==> src/hdl/srf_pkg.sv <==
package srf_pkg;

  localparam int RegWords = 22;
  localparam int RegIdxW = $clog2(RegWords);
  localparam int WaveWords = 16;
  localparam int WaveIdxW = $clog2(WaveWords);
  localparam int Channels = 4;

  localparam logic [15:0] REG_BASE = 16'hFF10;
  localparam logic [15:0] REG_LAST = 16'hFF25;
  localparam logic [15:0] STATUS_ADDR = 16'hFF26;
  localparam logic [15:0] WAVE_BASE = 16'hFF30;

  localparam logic [7:0] STATUS_FIXED = 8'h70;
  localparam logic [7:0] UNMAPPED_BYTE = 8'hFF;

  localparam logic [RegIdxW-1:0] IDX_HOLE_A = RegIdxW'(5);
  localparam logic [RegIdxW-1:0] IDX_HOLE_B = RegIdxW'(15);
  localparam logic [RegIdxW-1:0] IDX_ENV1 = RegIdxW'(2);
  localparam logic [RegIdxW-1:0] IDX_ENV2 = RegIdxW'(7);
  localparam logic [RegIdxW-1:0] IDX_WAVE_DAC = RegIdxW'(10);
  localparam logic [RegIdxW-1:0] IDX_ENV4 = RegIdxW'(17);
  localparam logic [RegIdxW-1:0] IDX_TRIG1 = RegIdxW'(4);
  localparam logic [RegIdxW-1:0] IDX_TRIG2 = RegIdxW'(9);
  localparam logic [RegIdxW-1:0] IDX_TRIG3 = RegIdxW'(14);
  localparam logic [RegIdxW-1:0] IDX_TRIG4 = RegIdxW'(19);

  typedef struct packed {
    logic is_wave;
    logic is_status;
    logic is_reg;
    logic [RegIdxW-1:0] reg_idx;
    logic [WaveIdxW-1:0] wave_idx;
  } addr_dec_t;

  typedef enum logic [2:0] {
    KIND_WRITE,
    KIND_WAVE,
    KIND_STATUS,
    KIND_REG,
    KIND_NONE
  } beat_kind_t;

  function automatic logic [7:0] read_mask(input logic [RegIdxW-1:0] idx);
    logic [7:0] m;
    unique case (idx)
      5'd0: m = 8'h80;
      5'd1: m = 8'h3F;
      5'd2: m = 8'h00;
      5'd3: m = 8'hFF;
      5'd4: m = 8'hBF;
      5'd5: m = 8'hFF;
      5'd6: m = 8'h3F;
      5'd7: m = 8'h00;
      5'd8: m = 8'hFF;
      5'd9: m = 8'hBF;
      5'd10: m = 8'h7F;
      5'd11: m = 8'hFF;
      5'd12: m = 8'h9F;
      5'd13: m = 8'hFF;
      5'd14: m = 8'hBF;
      5'd15: m = 8'hFF;
      5'd16: m = 8'hFF;
      5'd17: m = 8'h00;
      5'd18: m = 8'h00;
      5'd19: m = 8'hBF;
      5'd20: m = 8'h00;
      5'd21: m = 8'h00;
      default: m = 8'hFF;
    endcase
    return m;
  endfunction

endpackage

==> src/hdl/sound_register_file_unit.sv <==
// Bus register file of a four-channel sound generator: pulse, wave, noise and mixer
// registers at 0xFF10-0xFF26 and 16 bytes of wave RAM at 0xFF30-0xFF3F. Each input beat
// is one bus access and yields exactly one output beat: the masked byte for a read, or
// 0xFF and the mask of channels triggered for a write. The block takes one beat per
// cycle while the output side is not stalled; the synchronous read of the register or
// wave memory happens at the edge that takes the access, and the output register loads
// when the held result advances to the output.
// Register and wave memories are written at the accept edge, so a read that follows a
// write sees the new byte. Power-off clears the registers at once through per-entry
// valid bits, and wave RAM entries read as zero until first written through valid bits
// of their own; no clearing pass is needed after reset.
module sound_register_file_unit (
  input  logic        clk,
  input  logic        rst,
  input  logic        s_tvalid,
  output logic        s_tready,
  input  logic [23:0] s_tdata,   // address[15:0], write_data[23:16]
  input  logic        s_tuser,   // op: 0 read, 1 write
  output logic        m_tvalid,
  input  logic        m_tready,
  output logic [15:0] m_tdata    // read_data[7:0], trigger_mask[11:8], zero[15:12]
);
  import srf_pkg::*;

  addr_dec_t dec;
  logic [7:0] wdata;
  logic accept, wr, reg_wr;

  logic power, power_next;
  logic [Channels-1:0] active, active_next;
  logic [Channels-1:0] dac, dac_next;
  logic [RegWords-1:0] valid, valid_next;
  logic [WaveWords-1:0] wave_valid, wave_valid_next;
  logic [Channels-1:0] trig;

  logic [7:0] sound_mem [RegWords];
  logic [7:0] wave_mem [WaveWords];
  logic [7:0] sound_rd, wave_rd;

  logic p1_valid, p1_adv;
  beat_kind_t p1_kind, kind;
  logic [7:0] p1_mask, p1_status;
  logic p1_hit, p1_wave_hit;
  logic [Channels-1:0] p1_trig;
  logic [15:0] result;

  srf_decode u_dec (
    .address(s_tdata[15:0]),
    .dec(dec)
  );

  assign wdata = s_tdata[23:16];
  assign p1_adv = p1_valid && (!m_tvalid || m_tready);
  assign s_tready = !p1_valid || p1_adv;
  assign accept = s_tvalid && s_tready;
  assign wr = accept && s_tuser;
  assign reg_wr = wr && power && dec.is_reg && !dec.is_status
                  && (dec.reg_idx != IDX_HOLE_A) && (dec.reg_idx != IDX_HOLE_B);

  always_comb begin
    power_next = power;
    active_next = active;
    dac_next = dac;
    valid_next = valid;
    wave_valid_next = wave_valid;
    trig = '0;
    if (wr && dec.is_wave) begin
      wave_valid_next[dec.wave_idx] = 1'b1;
    end
    if (wr && dec.is_status) begin
      if (wdata[7]) begin
        power_next = 1'b1;
      end else begin
        power_next = 1'b0;
        active_next = '0;
        dac_next = '0;
        valid_next = '0;
      end
    end else if (reg_wr) begin
      valid_next[dec.reg_idx] = 1'b1;
      unique case (dec.reg_idx)
        IDX_ENV1: dac_next[0] = |wdata[7:3];
        IDX_ENV2: dac_next[1] = |wdata[7:3];
        IDX_WAVE_DAC: dac_next[2] = wdata[7];
        IDX_ENV4: dac_next[3] = |wdata[7:3];
        IDX_TRIG1: trig[0] = wdata[7];
        IDX_TRIG2: trig[1] = wdata[7];
        IDX_TRIG3: trig[2] = wdata[7];
        IDX_TRIG4: trig[3] = wdata[7];
        default: ;
      endcase
      active_next = (active_next & dac_next) | (trig & dac);
    end
  end

  always_ff @(posedge clk) begin
    if (rst) begin
      power <= 1'b0;
      active <= '0;
      dac <= '0;
      valid <= '0;
      wave_valid <= '0;
    end else begin
      power <= power_next;
      active <= active_next;
      dac <= dac_next;
      valid <= valid_next;
      wave_valid <= wave_valid_next;
    end
  end

  always_ff @(posedge clk) begin
    if (reg_wr) begin
      sound_mem[dec.reg_idx] <= wdata;
    end
    if (accept && !s_tuser && dec.is_reg && !dec.is_status) begin
      sound_rd <= sound_mem[dec.reg_idx];
    end
  end

  always_ff @(posedge clk) begin
    if (wr && dec.is_wave) begin
      wave_mem[dec.wave_idx] <= wdata;
    end
    if (accept && !s_tuser && dec.is_wave) begin
      wave_rd <= wave_mem[dec.wave_idx];
    end
  end

  always_comb begin
    priority if (s_tuser) kind = KIND_WRITE;
    else if (dec.is_wave) kind = KIND_WAVE;
    else if (dec.is_status) kind = KIND_STATUS;
    else if (dec.is_reg) kind = KIND_REG;
    else kind = KIND_NONE;
  end

  always_ff @(posedge clk) begin
    if (rst) begin
      p1_valid <= 1'b0;
    end else if (accept) begin
      p1_valid <= 1'b1;
    end else if (p1_adv) begin
      p1_valid <= 1'b0;
    end
  end

  always_ff @(posedge clk) begin
    if (accept) begin
      p1_kind <= kind;
      p1_mask <= read_mask(dec.reg_idx);
      p1_hit <= valid[dec.reg_idx];
      p1_wave_hit <= wave_valid[dec.wave_idx];
      p1_status <= STATUS_FIXED | {power, 7'b0} | {4'b0, active};
      p1_trig <= trig;
    end
  end

  always_comb begin
    unique case (p1_kind)
      KIND_WRITE: result = {4'b0, p1_trig, UNMAPPED_BYTE};
      KIND_WAVE: result = {8'b0, p1_wave_hit ? wave_rd : 8'h00};
      KIND_STATUS: result = {8'b0, p1_status};
      KIND_REG: result = {8'b0, (p1_hit ? sound_rd : 8'h00) | p1_mask};
      default: result = {8'b0, UNMAPPED_BYTE};
    endcase
  end

  always_ff @(posedge clk) begin
    if (rst) begin
      m_tvalid <= 1'b0;
    end else if (p1_adv) begin
      m_tvalid <= 1'b1;
    end else if (m_tready) begin
      m_tvalid <= 1'b0;
    end
  end

  always_ff @(posedge clk) begin
    if (p1_adv) begin
      m_tdata <= result;
    end
  end

endmodule

==> src/hdl/srf_decode.sv <==
module srf_decode (
  input  logic [15:0]         address,
  output srf_pkg::addr_dec_t  dec
);
  import srf_pkg::*;

  logic [RegIdxW-1:0] offset;

  assign offset = address[RegIdxW-1:0] - REG_BASE[RegIdxW-1:0];

  always_comb begin
    dec.is_wave = (address[15:WaveIdxW] == WAVE_BASE[15:WaveIdxW]);
    dec.is_status = (address == STATUS_ADDR);
    dec.is_reg = (address >= REG_BASE) && (address <= REG_LAST);
    dec.reg_idx = offset;
    dec.wave_idx = address[WaveIdxW-1:0];
  end

endmodule

==> config.mk <==
export PLATFORM = sky130hd
export DESIGN_NAME = sound_register_file_unit
export DESIGN_NICKNAME = d
export VERILOG_FILES = /design/src/hdl/srf_pkg.sv /design/src/hdl/sound_register_file_unit.sv /design/src/hdl/srf_decode.sv
export SDC_FILE = /design/constraint.sdc
export NUM_CORES = 1
export LEC_CHECK = 0
export BUFFER_PORTS_ARGS = -buffer_cell sky130_fd_sc_hd__clkbuf_2
export CAP_MARGIN = 30
export CORE_ASPECT_RATIO = 0.5
export CORE_UTILIZATION = 35
export CTS_CLUSTER_DIAMETER = 80
export CTS_CLUSTER_SIZE = 16
export DETAILED_ROUTE_END_ITERATION = 16
export PLACE_DENSITY = 0.54
export SLEW_MARGIN = 20
export SYNTH_ARGS = -nofsm -noshare
export SYNTH_HDL_FRONTEND = slang
export SYNTH_SLANG_ARGS = --single-unit
export TNS_END_PERCENT = 5
==> constraint.sdc <==
create_clock -name clk -period 5.3 [get_ports clk]
set_input_delay 1.06 -clock clk [delete_from_list [all_inputs] [get_ports clk]]
set_output_delay 1.06 -clock clk [all_outputs]
set_load 0.05 [all_outputs]
==> metrics.cfg, run 1 <==
[floorplan]
die_area_um2 = 47120
pin_count = 47
rows = 55
die_w_um = 306.0
start_util = 0.3560
core_area_um2 = 45420
die_y_um = 154.0

[logic_synthesis]
yosysTopAreaCell = edfxtp_1
synthCells = 997
synth_edf_count = 350
synthArstFlopShare = 0
ys_seq_area_frac = 0.7106
yosysWarnings = 0
synthTopCellsByArea = edfxtp_1 (65%), mux4_2 (8.9%), dfxtp_1 (6.1%)
synth_top_area_share = 0.6500
synth_seq_cells = 399
syn_avg_cell_area_um2 = 16.22
synth_area_um2 = 16170
ys.flop_type = edfxtp_1
synth_cell_types = 60

[global_routing]
grt_pass1_vias = 8761
antenna_found_initial = 0
track_usage = 0.1566
grt_pass1_wl_mm = 55.43
grt_max_degree = 55
grt_overflow = 0

[placement]
gp_congestion = 0.8568
numPortBuffers = 42
hpwl_mm = 23.79
place_inst = 1614
dp_slack_ps = 1384

[detailed_routing]
drt_wl_total_mm = 36.94
wire_per_inst_um = 22.08
antenna_left = 0
drtPass1Iterations = 5
route.detailed.vias_per_inst = 5.251
vias = 8785
drc = 0
drtIter0Drc = 783

[clock_tree]
hold_buffers = 0
cts_root_buf = clkbuf_16
clk_pin_slew_ps = 70
cts_tree = built
cts_max_level = 1
post_cts_resized = 0
cts_setup_buffers = 0
cts_buffers = 28
cts_sinks = 399
clock_path_buffers = 3
clk_latency_ps = 570

[layout]
fin_nets = 1089
regArea_um2 = 11490
final_cells = 1673
area_growth_pct = 11.38
diodes = 0
fillCellCount = 4139
multi_input_area_um2 = 4425
drive_above_1_share = 0.1656

[timing]
finalClockSkew_ps = 22.02
fin_setup_tns_ps = 0
fin_crit_sh = 0.6340
hold_ws_ps = 432.9
setup_viol_count_final = 0
fin_crit_ps = 3360
hold_viol_final = 0
worstMarginPinSlew_ps = 919.9
slew_violations = 0
rsz0062_at_grt = no
worst_slack_ps = 1940
maxClockFrequency_mhz = 297.6
max-slew-margin-rel = 0.3845

[run]
cap_violations = 0

[pwr]
seq_power_share = 0.590
p_total_mw = 5.839
leakagePower_nw = 5.915
p_per_area_nw_per_um2 = 324.2
vdd_drop_max_mv = 0.2531
pwr-share-clk = 0.350
internal-power_mw = 4.586
switching_power_mw = 1.252
pwr-share-comb = 0.060
sw_frac_of_total = 0.2145

[setup_path]
cp.required_ps = 5480
critPathLaunchType = input pin
worst-path-max-fanout = 38
arrival_ps = 3540
crit_path_end_kind = register
critPathKind = input pin to register

[worst_hold_path]
hold_class = register to register

[status]
status = completed

-- layout make-up --
class	instances	area share
Sequential cell	399	0.6380
Multi-Input combinational cell	546	0.2457
Clock buffer	52	0.04529
Tap cell	598	0.04154
Timing Repair Buffer	65	0.02675
Inverter	13	0.002709
-- cells in the mapped netlist (2+ instances only) --
library cell  number
nand4_1            4
a31oi_1            2
edfxtp_1         350
nand2_1           63
nand4_2            2
o22ai_1           10
or2_2              5
o21ai_1            5
or4_1              2
o31ai_1            3
buf_2             17
o311ai_1           3
buf_4             10
inv_1             11
o2bb2ai_1          3
buf_1              3
o21a_1             7
mux2i_1           65
o211ai_1           2
a32oi_1            3
ha_1               7
nor2b_1           11
o221ai_1          18
nand3_1           15
mux4_2            64
nor3_1             9
o21ai_0           19
nor2_1            89
and3_1             5
a21o_1             3
and2_1             9
a22oi_1            4
nand3b_1           6
o22a_1             8
nand2b_1           6
clkbuf_1          28
a21oi_1           55
dfxtp_1           49
-- per-layer routing --
layer,wire [um],up-vias,track usage
li1,-,3983,-
met3,2055,50,0.02591
met4,843,0,0.03805
met1,16720,4506,0.2230
met5,0,-,0
met2,17310,246,0.2505
-- path summary, 6_finish.rpt --
path / start / endpoint / slack, ps / cells after the start
max: s_tdata[4] / sound_mem[8][5] / 1940 / 6
min: active[1] / p1_status[1] / 430 / 0
max reg2reg: p1_valid / sound_mem[8][5] / 2460 / 5
min reg2reg: active[1] / p1_status[1] / 430 / 0
-- power by group through the flow --
stage / clock network [mW] / registers [mW] / logic [mW]
after floorplan: 0 / 3.52 / 0.205
after global placement: 0 / 3.51 / 0.341
after detailed placement: 0 / 3.52 / 0.352
after CTS: 2.10 / 3.44 / 0.353
after global routing: 2.20 / 3.45 / 0.381
final: 2.04 / 3.44 / 0.353
-- cell usage in the layout, fill, tap and decap left out, types with 4 or more instances in the layout --
master,instances
buf_4,18
o22ai_1,10
o21ai_0,19
nor2_1,89
clkbuf_2,40
o21a_1,7
mux2i_1,65
o221ai_1,18
nor3_1,9
edfxtp_1,350
and2_1,9
a21oi_1,55
nor2b_1,11
inv_1,11
ha_1,7
nand2_1,63
nand2b_1,6
nand4_1,4
nand3b_1,6
and3_1,5
clkbuf_16,29
or2_2,5
conb_1,20
a22oi_1,4
dfxtp_1,49
mux4_2,64
o21ai_1,5
clkbuf_1,22
o22a_1,8
nand3_1,15
buf_16,4
-- stage by stage --
stage,cell area (um^2),util
2_1_floorplan,16240,-
5_1_grt,18010,0.3966
4_1_cts,17920,0.3945
3_5_place_dp,17100,0.3766
6_report,18010,0.3966
3_3_place_gp,17030,0.3749
-- sequential cells by signal, indices dropped and copies added, names as in the netlist --
| register | flops |
|---|---|
| power | 1 |
| sound_rd | 8 |
| p1_mask | 4 |
| wave_rd | 8 |
| p1_hit | 1 |
| valid | 22 |
| p1_trig | 4 |
| m_tvalid | 1 |
| p1_status | 5 |
| wave_mem | 128 |
| p1_kind | 3 |
| wave_valid | 16 |
| dac | 4 |
| sound_mem | 176 |
| m_tdata | 12 |
| active | 4 |
| p1_valid | 1 |
| p1_wave_hit | 1 |
-- critical path, stage by stage --
cell	delay, ps
clkbuf_2	430
nor2_1	390
a31o_2	310
and4b_1	490
nand3_1	210
nor2_1	630
-- kinds of logic after synthesis --
kind of cell	after synthesis	synth area share
AOI/OAI and AO/OA	148	0.05850
and+or+nand+nor	240	0.07451
other	1	0.0002319
xor gates and xnor gates	1	0.0005417
DFF	399	0.7106
muxes	130	0.1301
adders and majority gates	7	0.005416
buffers and inverters	71	0.02012
Note: power is estimated with default switching activity, not from simulation.
==> inputs of run 2 (changes only) <==
clock period = 3.38 ns   (was 5.3 ns; I/O delays follow)
==> run 2 against run 1 <==
Via count increased by 1.7%. Clock-buffer cell count unchanged. Clock skew decreased by 9.9 ps. Combinational power increased by 62%. Sequential cell count unchanged. Final cell count increased by 2.5%. Non-clock buffer count increased by 41. Final area increased by 1.5%. Clock power increased by 58%. Critical endpoint is now sound_mem[21][0]. Largest power group unchanged.
==> metrics.cfg, run 2 (synthesis gave the netlist of run 1 again) <==
[timing]
maxClockFrequency_mhz = 377.5
rsz0062_at_grt = no
worstMarginPinSlew_ps = 977.1
max-slew-margin-rel = 0.3436
slew_violations = 0
fin_setup_tns_ps = 0
fin_crit_ps = 2649
finalClockSkew_ps = 12.13
setup_viol_count_final = 0
fin_crit_sh = 0.7838
hold_viol_final = 0

[pwr]
seq_power_share = 0.588
leakagePower_nw = 6.107
pwr-share-comb = 0.062
p_per_area_nw_per_um2 = 502.8
pwr-share-clk = 0.350
sw_frac_of_total = 0.2171
internal-power_mw = 7.193
vdd_drop_max_mv = 0.4140
switching_power_mw = 1.994
p_total_mw = 9.187

[floorplan]
die_area_um2 = 47120
pin_count = 47
die_w_um = 306.0
rows = 55
core_area_um2 = 45420
start_util = 0.3560
die_y_um = 154.0

[layout]
diodes = 0
fin_nets = 1130
regMostFlops = sound_mem
mostFrequentLayoutCells = edfxtp_1 (350), nor2_1 (89), mux2i_1 (65)
largest_register_ffs = 176
layout_commonest_cell = edfxtp_1
area_growth_pct = 13.01
final_cells = 1714
final_area_um2 = 18270
top_regs = sound_mem (176), wave_mem (128), valid (22)
fillCellCount = 4127
drive_above_1_share = 0.1962

[detailed_routing]
dr_wl_met3_mm = 2.085
drtIter0Drc = 982
drt_wl_total_mm = 38.28
antenna_left = 0
highest_layer = met4
drtPass1Iterations = 6
m1WireLength_mm = 17.39
wire_per_inst_um = 22.34
route.met2.wl_mm = 18.13
vias = 8930
drc = 0
route.detailed.vias_per_inst = 5.210

[global_routing]
antenna_found_initial = 0
track_usage = 0.1623
grt_max_degree = 66
grt_overflow = 0
grt_pass1_wl_mm = 57.40
grt_pass1_vias = 8867

[clock_tree]
hold_buffers = 0
clock_path_buffers = 3
cts_sinks = 399
cts_root_buf = clkbuf_16
clk_latency_ps = 570
post_cts_resized = 0
cts_setup_buffers = 0
cts_max_level = 1
cts_buffers = 28
cts_tree = built
clk_pin_slew_ps = 70

[setup_path]
arrival_ps = 2930
crit_slowest_cell = and4b_1
cp_top_family = simple AND/OR/NAND/NOR gates
crit_start = p1_valid
cp_num_buf_inv = 1
path_cells = and3b_4 -> or4_4 -> and4b_1 -> nand2_1 -> nor3_1 -> buf_4
critPathLaunchType = register
reg2reg_from = p1_valid
cp.required_ps = 3660
r2r.worst_path.cells = 6
worst-path-max-fanout = 12
cp.depth = 6
cpPeakStageDelay_ps = 670
crit_path_end_kind = register
critPathKind = register to register

[worst_hold_path]
min_from = s_tvalid
hold_depth = 3
hold_class = input pin to register

[placement]
hpwl_mm = 25.37
gp_congestion = 0.8985
placed_area_um2 = 17430
place_inst = 1660
numPortBuffers = 42

[status]
status = completed

[run]
cap_violations = 0

==> run 2: cell count changes in the layout (fill, tap and decap cells not counted), sizes merged <==
| cell | before | now |
|---|---|---|
| buf | 25 | 66 |
==> run 2: final timing paths <==
| kind | endpoint | slack [ps] |
|---|---|---|
| min | p1_valid | 360 |
| max | sound_mem[21][0] | 730 |
| max reg2reg | sound_mem[21][0] | 730 |
| min reg2reg | p1_status[3] | 450 |
==> run 2: through the flow <==
step | hold slack (ps) | utilization | setup slack [ps]
detailed placement | 423.6 | 0.3838 | 233.5
global route | 383.5 | 0.4023 | 604.2
floorplan | 400.5 | - | 181.0
finish | 355.3 | 0.4023 | 730.9
global placement | 423.4 | 0.3838 | 320.0
CTS | 325.1 | 0.4017 | 720.1
==> run 2: area by class of cell <==
class	instances	area [um^2]	area share
Sequential cell	399	11490	0.6288
Tap cell	598	748.2	0.04094
Multi-Input combinational cell	546	4425	0.2422
Clock buffer	52	813.3	0.04451
Inverter	13	48.80	0.002670
Timing Repair Buffer	106	747.0	0.04088
==> run 2: power groups by stage <==
stage	logic (mW)	registers, mW	clock network (mW)
2_1_floorplan	0.322	5.52	0
3_3_place_gp	0.566	5.51	0
3_5_place_dp	0.574	5.51	0
4_1_cts	0.575	5.40	3.30
5_1_grt	0.613	5.40	3.47
6_report	0.571	5.40	3.22
==> run 2: worst register-to-register path, stage by stage (launching register included) <==
cell	delay, ps
dfxtp_1	320
and3b_4	210
or4_4	570
and4b_1	670
nand2_1	180
nor3_1	200
buf_4	210
==> run 2: per-layer routing <==
| layer | track usage | up-vias |
|---|---|---|
| met5 | 0 | - |
| met4 | 0.03087 | 0 |
| met2 | 0.2633 | 248 |
| met1 | 0.2293 | 4558 |
| li1 | - | 4069 |
| met3 | 0.02991 | 55 |
